<file path="config.mk">
export PLATFORM = sky130hd
export DESIGN_NAME = lidar_scan_frame_parser_top
export DESIGN_NICKNAME = d
export VERILOG_FILES = /design/src/rtl/lsfp_pkg.sv /design/src/rtl/lsfp_parser.sv /design/src/rtl/lsfp_result_fifo.sv /design/src/rtl/lidar_scan_frame_parser_top.sv
export SDC_FILE = /design/constraint.sdc
export NUM_CORES = 1
export LEC_CHECK = 0
export ABC_CLOCK_PERIOD_IN_PS = 8660
export BUFFER_PORTS_ARGS = -buffer_cell sky130_fd_sc_hd__buf_2
export CORE_ASPECT_RATIO = 1.25
export CORE_MARGIN = 4
export CORE_UTILIZATION = 65
export CTS_BUF_LIST = sky130_fd_sc_hd__clkbuf_8 sky130_fd_sc_hd__clkbuf_16
export DETAILED_ROUTE_END_ITERATION = 10
export PLACE_DENSITY = 0.89
export RECOVER_POWER = 50
export SYNTH_ARGS = -nofsm -noshare
export SYNTH_HDL_FRONTEND = slang
export SYNTH_SLANG_ARGS = --single-unit
</file>
<file path="constraint.sdc">
create_clock -name clk -period 8.66 [get_ports clk]
set_clock_uncertainty 0.2 [all_clocks]
set_input_delay 1.732 -clock clk [delete_from_list [all_inputs] [get_ports clk]]
set_output_delay 1.732 -clock clk [all_outputs]
set_load 0.01 [all_outputs]
</file>
<file path="src/rtl/lsfp_pkg.sv">
`default_nettype none

package lsfp_pkg;

    // frame geometry
    localparam int FRAME_BYTES = 5;
    localparam int STORE_BYTES = FRAME_BYTES - 1;
    localparam int STORE_IDX_W = $clog2(STORE_BYTES);
    localparam int BYTE_POS_W  = $clog2(FRAME_BYTES);

    // point limit default and bias reset
    localparam int DEF_MAX_POINTS = 1024;
    localparam logic [15:0] BIAS_RESET = 16'd1068;

    // result field widths
    localparam int QUALITY_W = 6;
    localparam int ANGLE_W   = 15;
    localparam int DIST_W    = 16;
    localparam int INDEX_W   = 10;
    localparam int COUNT_W   = 11;

    // output stream layout
    localparam int FIELDS_W = QUALITY_W + ANGLE_W + DIST_W + INDEX_W + COUNT_W;
    localparam int TDATA_W  = ((FIELDS_W + 7) / 8) * 8;
    localparam int PAD_W    = TDATA_W - FIELDS_W;

    // result queue depth
    localparam int FIFO_DEPTH = 4;
    localparam int FIFO_PTR_W = $clog2(FIFO_DEPTH);
    localparam int FIFO_CNT_W = $clog2(FIFO_DEPTH + 1);

    typedef enum logic
    {
        KIND_POINT  = 1'b0,
        KIND_MARKER = 1'b1
    } lsfp_kind_t;

    typedef struct packed
    {
        lsfp_kind_t           kind;
        logic [QUALITY_W-1:0] quality;
        logic [ANGLE_W-1:0]   angle_deg64;
        logic [DIST_W-1:0]    distance_q4mm;
        logic [INDEX_W-1:0]   point_index;
        logic [COUNT_W-1:0]   scan_points;
        logic                 last_of_run;
    } lsfp_result_t;

    // write request from the parser into the result queue
    typedef struct packed
    {
        logic [1:0]   num;
        lsfp_result_t r1;
        lsfp_result_t r0;
    } lsfp_wr_t;

endpackage

`default_nettype wire

</file>
<file path="src/rtl/lsfp_parser.sv">
`default_nettype none

module lsfp_parser #(
    parameter int MAX_POINTS = lsfp_pkg::DEF_MAX_POINTS
) (
    input  wire logic                clk,
    input  wire logic                rst_n,
    input  wire logic                s_tvalid,
    output logic                     s_tready,
    input  wire logic [7:0]          s_tdata,
    input  wire logic [15:0]         bias,
    input  wire logic                fifo_space,
    output lsfp_pkg::lsfp_wr_t       wr
);
    import lsfp_pkg::*;

    localparam int CNT_W = $clog2(MAX_POINTS + 1);
    localparam logic [CNT_W-1:0] MAX_CNT = CNT_W'(MAX_POINTS);

    logic                  in_valid_reg;
    logic [7:0]            in_byte_reg;
    logic [BYTE_POS_W-1:0] byte_pos_reg, byte_pos_next;
    logic [7:0]            frame_reg [STORE_BYTES];
    logic [CNT_W-1:0]      points_reg, points_next;

    logic                  advance;
    logic                  start_ok;
    logic                  frame_end;
    logic                  store_byte;
    logic                  marker;
    logic                  keep;
    logic [CNT_W-1:0]      pts_base;
    logic [DIST_W-1:0]     raw_dist;
    logic [31:0]           idx_ext;
    logic [31:0]           cnt_ext;
    lsfp_result_t          point_res;
    lsfp_result_t          marker_res;

    // input register
    assign advance  = in_valid_reg && fifo_space;
    assign s_tready = !in_valid_reg || advance;

    always_ff @(posedge clk or negedge rst_n)
    begin
        if (!rst_n)
        begin
            in_valid_reg <= 1'b0;
        end
        else if (s_tready)
        begin
            in_valid_reg <= s_tvalid;
        end
    end

    always_ff @(posedge clk)
    begin
        if (s_tvalid && s_tready)
        begin
            in_byte_reg <= s_tdata;
        end
    end

    // frame decode
    always_comb
    begin
        start_ok   = (byte_pos_reg != '0) || (in_byte_reg[0] != in_byte_reg[1]);
        frame_end  = (byte_pos_reg == BYTE_POS_W'(STORE_BYTES));
        store_byte = advance && start_ok && !frame_end;
        marker     = frame_reg[0][0] && (points_reg != '0);
        pts_base   = marker ? '0 : points_reg;
        raw_dist   = {in_byte_reg, frame_reg[3]};
        keep       = frame_reg[1][0] && (pts_base < MAX_CNT)
                     && (raw_dist != '0) && (raw_dist > bias);
        idx_ext    = 32'(pts_base);
        cnt_ext    = 32'(points_reg);
    end

    // result candidates
    always_comb
    begin
        point_res               = '0;
        point_res.kind          = KIND_POINT;
        point_res.quality       = frame_reg[0][7:2];
        point_res.angle_deg64   = {frame_reg[2], frame_reg[1][7:1]};
        point_res.distance_q4mm = raw_dist - bias;
        point_res.point_index   = idx_ext[INDEX_W-1:0];
        point_res.last_of_run   = 1'b1;

        marker_res              = '0;
        marker_res.kind         = KIND_MARKER;
        marker_res.scan_points  = cnt_ext[COUNT_W-1:0];
        marker_res.last_of_run  = !keep;
    end

    // queue write request
    always_comb
    begin
        wr     = '0;
        wr.r0  = marker ? marker_res : point_res;
        wr.r1  = point_res;
        if (advance && frame_end)
        begin
            wr.num = {1'b0, marker} + {1'b0, keep};
        end
    end

    // parser state next values
    always_comb
    begin
        byte_pos_next = byte_pos_reg;
        points_next   = points_reg;
        if (advance && frame_end)
        begin
            byte_pos_next = '0;
            points_next   = keep ? pts_base + 1'b1 : pts_base;
        end
        else if (store_byte)
        begin
            byte_pos_next = byte_pos_reg + 1'b1;
        end
    end

    always_ff @(posedge clk or negedge rst_n)
    begin
        if (!rst_n)
        begin
            byte_pos_reg <= '0;
            points_reg   <= '0;
        end
        else
        begin
            byte_pos_reg <= byte_pos_next;
            points_reg   <= points_next;
        end
    end

    // frame byte store
    always_ff @(posedge clk)
    begin
        if (store_byte)
        begin
            frame_reg[byte_pos_reg[STORE_IDX_W-1:0]] <= in_byte_reg;
        end
    end

endmodule

`default_nettype wire

</file>
<file path="src/rtl/lsfp_result_fifo.sv">
`default_nettype none

module lsfp_result_fifo (
    input  wire logic                  clk,
    input  wire logic                  rst_n,
    input  wire lsfp_pkg::lsfp_wr_t    wr,
    output logic                       space,
    output logic                       m_tvalid,
    input  wire logic                  m_tready,
    output lsfp_pkg::lsfp_result_t     head
);
    import lsfp_pkg::*;

    lsfp_result_t          mem [FIFO_DEPTH];
    logic [FIFO_PTR_W-1:0] wptr_reg, wptr_next;
    logic [FIFO_PTR_W-1:0] rptr_reg, rptr_next;
    logic [FIFO_CNT_W-1:0] count_reg, count_next;
    logic                  rd;

    // status
    assign m_tvalid = (count_reg != '0);
    assign space    = (count_reg <= FIFO_CNT_W'(FIFO_DEPTH - 2));
    assign head     = mem[rptr_reg];
    assign rd       = m_tvalid && m_tready;

    // pointer and count next values
    always_comb
    begin
        wptr_next  = wptr_reg + FIFO_PTR_W'(wr.num);
        rptr_next  = rptr_reg + FIFO_PTR_W'(rd);
        count_next = count_reg + FIFO_CNT_W'(wr.num) - FIFO_CNT_W'(rd);
    end

    always_ff @(posedge clk or negedge rst_n)
    begin
        if (!rst_n)
        begin
            wptr_reg  <= '0;
            rptr_reg  <= '0;
            count_reg <= '0;
        end
        else
        begin
            wptr_reg  <= wptr_next;
            rptr_reg  <= rptr_next;
            count_reg <= count_next;
        end
    end

    // entry storage, up to two writes a cycle
    always_ff @(posedge clk)
    begin
        if (wr.num != 2'd0)
        begin
            mem[wptr_reg] <= wr.r0;
        end
        if (wr.num == 2'd2)
        begin
            mem[wptr_reg + 1'b1] <= wr.r1;
        end
    end

endmodule

`default_nettype wire

</file>
<file path="src/rtl/lidar_scan_frame_parser_top.sv">
// channel   direction  handshake               payload
// cfg       in         cfg_valid / cfg_ready   cfg_data: distance_bias_q2
// s         in         s_tvalid / s_tready     s_tdata: rx_byte
// m         out        m_tvalid / m_tready     m_tdata, m_tuser, m_tlast
//
// one byte accepted per cycle while the result queue has space; a frame's
// results pass through the input register and then the result queue
// reset is asynchronous and active low; no clearing pass is needed
// a frame-ending byte may cause two results, drained one per cycle while
// m_tready is high from a four-entry result queue; input stalls only while
// that queue holds more than two results
`default_nettype none

module lidar_scan_frame_parser_top #(
    parameter int MAX_POINTS = lsfp_pkg::DEF_MAX_POINTS
) (
    input  wire logic                          clk,
    input  wire logic                          rst_n,
    input  wire logic                          cfg_valid,
    output logic                               cfg_ready,
    input  wire logic [15:0]                   cfg_data,   // distance_bias_q2
    input  wire logic                          s_tvalid,
    output logic                               s_tready,
    input  wire logic [7:0]                    s_tdata,    // rx_byte
    output logic                               m_tvalid,
    input  wire logic                          m_tready,
    // quality, angle_deg64, distance_q4mm, point_index, scan_points, zero pad
    output logic [lsfp_pkg::TDATA_W-1:0]       m_tdata,
    output logic                               m_tuser,    // result_kind
    output logic                               m_tlast     // last_of_run
);
    import lsfp_pkg::*;

    logic [15:0]  bias_reg;
    logic         fifo_space;
    lsfp_wr_t     wr;
    lsfp_result_t head;

    // bias register
    assign cfg_ready = 1'b1;

    always_ff @(posedge clk or negedge rst_n)
    begin
        if (!rst_n)
        begin
            bias_reg <= BIAS_RESET;
        end
        else if (cfg_valid && cfg_ready)
        begin
            bias_reg <= cfg_data;
        end
    end

    // frame parser
    lsfp_parser #(
        .MAX_POINTS (MAX_POINTS)
    ) u_parser (
        .clk        (clk),
        .rst_n      (rst_n),
        .s_tvalid   (s_tvalid),
        .s_tready   (s_tready),
        .s_tdata    (s_tdata),
        .bias       (bias_reg),
        .fifo_space (fifo_space),
        .wr         (wr)
    );

    // result queue
    lsfp_result_fifo u_fifo (
        .clk      (clk),
        .rst_n    (rst_n),
        .wr       (wr),
        .space    (fifo_space),
        .m_tvalid (m_tvalid),
        .m_tready (m_tready),
        .head     (head)
    );

    // output packing
    assign m_tdata = {{PAD_W{1'b0}}, head.scan_points, head.point_index,
                      head.distance_q4mm, head.angle_deg64, head.quality};
    assign m_tuser = head.kind;
    assign m_tlast = head.last_of_run;

endmodule

`default_nettype wire

</file>
==> reports/results.md, run 1 <==
| Parameter | Value | Unit |
| --- | --- | --- |
| Status | complete, but fails checks | - |
| Violated checks | capacitance limit, slew limit | - |
| Area of the die | 24300 | um2 |
| Proportion of synthesized flip-flops having asynchronous set or reset | 0.120 | - |
| P&R area growth vs syn | 10.4 | % |
| Yosys top cell area share | 0.480 | - |
| TritonCTS clock tree | built | - |
| Aggregate negative setup slack | 0 | ns |
| Class of the tightest hold or removal check | reg2reg | - |
| MaxCap Viol Count | 4 | - |
| R2r setup slk | 2.44 | ns |
| Average wire per standard cell | 21.8 | um |
| Leakage power | 5.71 | nW |
| Via density per instance | 6.27 | - |
| Antenna Cells | 0 | - |
| Dpl cells | 1415 | - |
| Final Max Tran Viols | 126 | - |
| Arrival time at the worst endpoint | 6.22 | ns |
| Combined buffer and inverter count along the critical path | 3 | - |
| Final setup vio count | 0 | - |
| End point of the critical path | u_fifo.mem[1][45] | - |
| Final standard cell count with taps included and fillers excluded | 1466 | - |
| Share of power burned in the clock network | 0.286 | - |
| Largest cells by area after synthesis | edfxtp_1 (48%), mux4_2 (9.5%), dfxtp_1 (7.3%), dfrtp_1 (6.0%), nor2_1 (3.3%) | - |
| Standard-cell row count | 60 | - |
| Count of antenna-violating nets left after detailed routing | 0 | - |
| I/O pin cnt | 98 | - |
| Total of cells resized after clock tree synthesis | 0 | - |
| Net switching fraction of the power | 0.309 | - |
| Count of different cell masters after synthesis | 60 | - |
| Critical Path, Cell by Cell | ha_1, fa_1, nand2b_1, a211oi_1, o21ai_0, a31oi_1, clkbuf_1, ha_1, nor2_1, nor3_1, clkbuf_1, a21oi_2, clkbuf_1, nor2b_1 | - |
| Launching point of the worst reg2reg path | bias_reg[0] | - |
| Nature of the critical path startpoint | flop | - |
| Leading register cell type out of synthesis | edfxtp_1 | - |
| Number of buffers added on ports | 90 | - |
| Antenna violations before repair | 0 | - |
| CTS buffer count | 28 | - |
| Max Clock Freq | 0.161 | GHz |
| Effective utilization at floorplan | 0.659 | - |
| Number of setup buffers added after CTS | 0 | - |
| CP endpoint kind | flop | - |
| Standard cell with the maximum stage delay on the critical path | clkbuf_1 | - |
| PnR worst setup slack | 2.44 | ns |
| Relative contribution of combinational cells to total power | 0.298 | - |
| Clock transition at the registers of the reported paths | 0.07 | ns |
| First-pass GRT wire length | 50.4 | mm |
| Summed instance area of the synthesized netlist | 14200 | um2 |
| Worst path depth | 14 | - |
| Detail Placement HPWL | 20.6 | mm |
| Horizontal die dimension | 140 | um |
| Synth Area per Inst | 12.9 | um2 |
| Hold-fix buffers at CTS | 0 | - |
| Worst setup timing slack at the placement stage | 2.88 | ns |
| Int Power | 3.06 | mW |
| TritonCTS Sinks | 317 | - |
| Endpoints failing hold | 0 | - |
| Via count | 9195 | - |
| Final period demand of the worst path | 6.22 | ns |
| Iteration-0 DRC Markers | 1088 | - |
| Number of remaining DRC errors | 0 | - |
| Number of instances in the synthesized netlist | 1099 | - |
| Ratio of cells with drive above 1 in the final layout | 0.181 | - |
| Number of synthesis warnings | 0 | - |
| Total global routing overflow | 0 | - |
| Maximum net fanout on the critical path | 38 | - |
| Max-slew headroom at the worst pin | -0.442 | - |
| Proportion of synthesized chip area in sequential cells | 0.620 | - |
| Flip-flop count of the largest register after layout | 240 | - |
| Number of synthesized flops with an enable pin | 227 | - |
| Unrepaired setup endpoints after global routing | no | - |
| Drt first pass iters | 5 | - |
| Highest ir drop seen on vdd | 0.000227 | V |
| Worst skew pair latency | 0.55 | ns |
| Crit path from | bias_reg[0] | - |
| Least-Margin Pin Slew | 2.16 | ns |
| P_sw | 1.37 | mW |
| Maximum number of pins on one net before global-route repair | 53 | - |
| Data required time of the worst path | 8.65 | ns |
| Cell count of the worst reg-to-reg path | 14 | - |
| Type of the worst setup path | reg2reg | - |
| Filler Cell Count | 1307 | - |
| H-tree levels | 1 | - |
| Most area-hungry cell type in the Yosys netlist | edfxtp_1 | - |
| Total routing resource utilization after global routing | 0.263 | - |
| Core Footprint | 21500 | um2 |
| Number of buffers on the longest clock path | 3 | - |
| Clk Tree Root Cell | clkbuf_16 | - |
| Routability cong. | 0.920 | - |
| Top cell family by delay on the critical path | buffers and inverters | - |
| Final Cycle Share | 0.719 | - |
| Part of the total power dissipated in sequential elements | 0.416 | - |
| Post-layout nets | 1226 | - |
| R2r endpoint | u_fifo.mem[1][45] | - |
| Y dimension of the die | 173 | um |
| CP most frequent cell | clkbuf_1 | - |
| Final WL | 32.0 | mm |
| Number of register bits inferred by synthesis | 317 | - |
| Via count of the first global-routing pass | 9136 | - |
| Design Power | 4.43 | mW |
| Worst slack on hold paths | 0.254 | ns |
| Biggest cell delay along the critical path | 1.56 | ns |
| Power per Cell Area | 282 | nW/um2 |
## stage by stage
| step | utilization | cell area (um2) |
|---|---|---|
| 5_1_grt | 0.728 | 15700 |
| 4_1_cts | 0.731 | 15700 |
| 3_5_place_dp | 0.687 | 14800 |
| 6_report | 0.728 | 15700 |
| 2_1_floorplan | - | 14200 |
| 3_3_place_gp | 0.687 | 14800 |
## placed cells by master (no fill, tap or decap), types with 4 or more instances in the layout
master,count
or3_1,4
nor3_1,14
nand4_1,4
clkinv_1,9
a31oi_1,5
nand2_1,91
nand2b_1,12
buf_4,11
nand3_1,48
o21a_1,4
o21ai_0,23
dfrtp_1,33
bufinv_16,4
a21o_1,6
dfxtp_1,52
dfstp_2,4
buf_2,78
mux4_2,60
clkbuf_1,17
a211o_1,5
and3_1,7
xor2_1,13
and4_1,4
a21oi_1,63
clkbuf_16,29
xnor2_1,12
inv_1,34
edfxtp_1,227
conb_1,7
ha_1,29
and2_1,17
and2_0,35
clkinv_2,5
nor2b_1,47
nor2_1,124
## power groups by stage
stage	combinational, mW	sequential [mW]	clock [mW]
floorplan	0.957	1.80	0
global placement	1.30	1.86	0
detailed placement	1.33	1.87	0
CTS	1.35	1.84	1.27
global route	1.43	1.85	1.34
finish	1.32	1.84	1.27
## worst reg2reg max path: cells and delay by family, from the launching register on
| family | cells | cell delay (ns) |
|---|---|---|
| buf+inv | 3 | 2.48 |
| fa+ha+maj | 3 | 1.01 |
| compound gates | 4 | 0.98 |
| flops | 1 | 0.38 |
| simple gates | 4 | 0.82 |
## logic make-up after synthesis
| kind of cell | synth area share |
|---|---|
| fa+ha+maj | 0.0284 |
| mux | 0.0996 |
| xor+xnor | 0.0154 |
| other cells | 0.000529 |
| simple gates | 0.146 |
| buf+inv | 0.0345 |
| flops | 0.620 |
| compound gates | 0.0556 |
## Yosys cell counts (all sizes together), types with 23 or more instances
library cell  count
edfxtp          227
dfxtp            52
dfrtp            34
nor2            124
nand3            48
buf              31
a21oi            66
o21ai            23
mux4             60
nand2            92
nor2b            47
inv              36
clkbuf           43
ha               29
and2             52
## worst min-delay path by stage
stage | start | to | slack, ns | cells past startpoint
global placement | u_fifo.mem[1][11] | u_fifo.mem[1][11] | 0.24 | 2
detailed placement | u_fifo.mem[1][2] | u_fifo.mem[1][2] | 0.25 | 2
finish | u_fifo.mem[1][6] | u_fifo.mem[1][6] | 0.25 | 2
CTS | u_fifo.mem[1][6] | u_fifo.mem[1][6] | 0.25 | 2
global route | u_fifo.mem[0][7] | u_fifo.mem[0][7] | 0.28 | 2
floorplan | u_fifo.mem[2][0] | u_fifo.mem[2][0] | 0.23 | 1
## area by class of cell
cell class / instances / area (um2) / share of cell area
clock buffers: 29 / 726 / 0.0463
clock inverters: 22 / 213 / 0.0136
inverters: 36 / 135 / 0.00862
multi-input cells: 677 / 4900 / 0.313
flip-flops and latches: 317 / 8820 / 0.562
well taps: 279 / 349 / 0.0223
repair buffers: 106 / 537 / 0.0342
## metal layers
layer / GRT usage / vias to the layer above / routed length, um
li1: - / 4088 / -
met1: 0.362 / 4501 / 12200
met2: 0.439 / 509 / 16200
met3: 0.0381 / 97 / 2620
met4: 0.0868 / 0 / 1010
met5: 0 / - / 0
(Power assumes the default switching activity.)
==> run 2: changes to the inputs <==
- ABC_CLOCK_PERIOD_IN_PS: 8660 -> 6350
- CORE_UTILIZATION: 65 -> 60
- PLACE_DENSITY: 0.89 -> 0.83
- clock period: 8.66 -> 6.35 ns (I/O delays scaled with it)
==> reports/results.md, run 2 (synthesis gave the netlist of run 1 again) <==
| Parameter | Value | Unit | Change |
| --- | --- | --- | --- |
| Final standard cell count with taps included and fillers excluded | 1478 | - | was 1466 |
| Aggregate negative setup slack | 0 | ns | unchanged |
| PnR worst setup slack | 0.700 | ns | was 2.44 ns |
| MaxCap Viol Count | 3 | - | was 4 |
| Status | complete, but fails checks | - | unchanged |
| Maximum net fanout on the critical path | 47 | - | was 38 |
| Hold-fix buffers at CTS | 0 | - | unchanged |
| CP endpoint kind | flop | - | unchanged |
| Routability cong. | 0.909 | - | was 0.920 |
| Via count | 8996 | - | was 9195 |
| Ratio of cells with drive above 1 in the final layout | 0.138 | - | was 0.181 |
| Power per Cell Area | 382 | nW/um2 | was 282 nW/um2 |
| H-tree levels | 1 | - | unchanged |
| Finished Core Util | 0.676 | - | was 0.728 |
| Average wire per standard cell | 21.2 | um | was 21.8 um |
| Dpl cells | 1426 | - | was 1415 |
| Count of antenna-violating nets left after detailed routing | 0 | - | unchanged |
| Area of the die | 26200 | um2 | was 24300 um2 |
| Number of setup buffers added after CTS | 0 | - | unchanged |
| Horizontal die dimension | 146 | um | was 140 um |
| Arrival time at the worst endpoint | 5.61 | ns | was 6.22 ns |
| Max-slew headroom at the worst pin | -0.789 | - | was -0.442 |
| Worst slack on hold paths | 0.252 | ns | was 0.254 ns |
| Antenna Cells | 0 | - | unchanged |
| Core Footprint | 23100 | um2 | was 21500 um2 |
| Total global routing overflow | 0 | - | unchanged |
| Final setup vio count | 0 | - | unchanged |
| Most common library cell in the layout ignoring fill and taps | edfxtp_1 | - | unchanged |
| Flip-flop count of the largest register after layout | 240 | - | unchanged |
| Standard cell with the maximum stage delay on the critical path | inv_2 | - | was clkbuf_1 |
| R2r setup slk | 0.70 | ns | was 2.44 ns |
| Type of the worst setup path | reg2reg | - | unchanged |
| Worst setup timing slack at the placement stage | 0.915 | ns | was 2.88 ns |
| Class of the tightest hold or removal check | reg2reg | - | unchanged |
| Count of cells along the worst hold path | 2 | - | unchanged |
| Standard-cell row count | 62 | - | was 60 |
| Nature of the critical path startpoint | flop | - | unchanged |
| Total of cells resized after clock tree synthesis | 0 | - | unchanged |
| Placed cell areas | 14800 | um2 | about the same |
| Endpoints failing hold | 0 | - | unchanged |
| Violated checks | capacitance limit, slew limit | - | unchanged |
| Worst skew pair latency | 0.54 | ns | was 0.55 ns |
| Final Max Tran Viols | 109 | - | was 126 |
| Final period demand of the worst path | 5.65 | ns | was 6.22 ns |
| Max Clock Freq | 0.177 | GHz | was 0.161 GHz |
| TritonCTS Sinks | 317 | - | unchanged |
| Data required time of the worst path | 6.31 | ns | was 8.65 ns |
| Detail Placement HPWL | 20.3 | mm | was 20.6 mm |
| Biggest cell delay along the critical path | 0.92 | ns | was 1.56 ns |
| Via count of the first global-routing pass | 9206 | - | was 9136 |
| Number of buffers on the longest clock path | 3 | - | unchanged |
| Unrepaired setup endpoints after global routing | no | - | unchanged |
| I/O pin cnt | 98 | - | unchanged |
| CTS buffer count | 29 | - | was 28 |
| Cell count of the worst reg-to-reg path | 14 | - | unchanged |
| Design Power | 5.97 | mW | was 4.43 mW |
| Y dimension of the die | 180 | um | was 173 um |
| Least-Margin Pin Slew | 2.68 | ns | was 2.16 ns |
| Leakage power | 5.62 | nW | was 5.71 nW |
| Final WL | 31.4 | mm | was 32.0 mm |
| Effective utilization at floorplan | 0.614 | - | was 0.659 |
| TritonCTS clock tree | built | - | unchanged |
| Final Cycle Share | 0.890 | - | was 0.719 |
| Total routing resource utilization after global routing | 0.240 | - | was 0.263 |
| Clock transition at the registers of the reported paths | 0.06 | ns | was 0.07 ns |
| First-pass GRT wire length | 50.4 | mm | about the same |
| Number of remaining DRC errors | 0 | - | unchanged |
| Drt first pass iters | 6 | - | was 5 |
| Final std cell area, no fill | 15600 | um2 | was 15700 um2 |
| Post-layout nets | 1229 | - | was 1226 |
| Most frequent cells in the layout | edfxtp_1 (227), nor2_1 (124), nand2_1 (91), clkbuf_1 (70), a21oi_1 (64) | - | was edfxtp_1 (227), nor2_1 (124), nand2_1 (91), buf_2 (78), a21oi_1 (63) |
| Critical Path, Cell by Cell | ha_1, fa_1, nand2b_1, a211oi_1, o21ai_0, a31oi_1, buf_4, ha_1, nand3b_1, nor3_2, clkbuf_1, nor2_1, clkbuf_1, inv_2 | - | was ha_1, fa_1, nand2b_1, a211oi_1, o21ai_0, a31oi_1, clkbuf_1, ha_1, nor2_1, nor3_1, clkbuf_1, a21oi_2, clkbuf_1, nor2b_1 |
| Antenna violations before repair | 0 | - | unchanged |
| Clk Tree Root Cell | clkbuf_16 | - | unchanged |
| P&R area growth vs syn | 9.99 | % | was 10.4% |
| Highest ir drop seen on vdd | 0.000291 | V | was 0.000227 V |
| Maximum number of pins on one net before global-route repair | 52 | - | was 53 |
| Iteration-0 DRC Markers | 858 | - | was 1088 |
| Number of buffers added on ports | 90 | - | unchanged |
| Via density per instance | 6.09 | - | was 6.27 |
[run 2: cell count changes in the layout (fill, tap and decap cells not counted), sizes merged]
cell and delta:
clkbuf +57, buf -53, inv +7, clkinv -5, clkinvlp -2, bufinv -1
[run 2: path summary, 6_finish.rpt]
| path | from | to |
|---|---|---|
| worst max-delay path | bias_reg[0] | u_fifo.mem[1][36] |
| worst min-delay path | u_fifo.mem[1][2] | u_fifo.mem[1][2] |
| worst max register to register | bias_reg[0] | u_fifo.mem[1][36] |
| worst min register to register | u_fifo.mem[1][2] | u_fifo.mem[1][2] |
| max in group asynchronous | rst_n | u_fifo.rptr_reg[1] |
| min in group asynchronous | rst_n | bias_reg[7] |
[run 2: worst max-delay path: cells and delay by family (launching register included)]
| kind | cells | cell delay [ns] |
|---|---|---|
| flops | 1 | 0.38 |
| simple gates | 4 | 0.82 |
| fa+ha+maj | 3 | 0.91 |
| buf+inv | 4 | 2.08 |
| compound gates | 3 | 0.85 |
[run 2: area by class of cell]
cell class / instances / area [um2]
flip-flops and latches: 317 / 8810
fillers: 1603 / 7490
multi-input cells: 677 / 4900
clock buffers: 31 / 753
repair buffers: 108 / 480
well taps: 288 / 360
clock inverters: 21 / 175
inverters: 36 / 135
[run 2: report_power, final]
part	leakage, nW	switching [mW]	total, mW	internal [mW]
Clock	0.477	0.731	1.70	0.972
Combinational	2.19	0.889	1.67	0.783
Sequential	2.96	0.250	2.60	2.35
Total	5.62	1.87	5.97	4.10
[run 2: metal layers]
| metal | vias to the layer above | part of all wire | global-route usage |
|---|---|---|---|
| li1 | 4071 | - | - |
| met5 | - | 0 | 0 |
| met2 | 435 | 0.51 | 0.412 |
| met4 | 0 | 0.033 | 0.0836 |
| met3 | 80 | 0.070 | 0.0297 |
| met1 | 4410 | 0.39 | 0.319 |
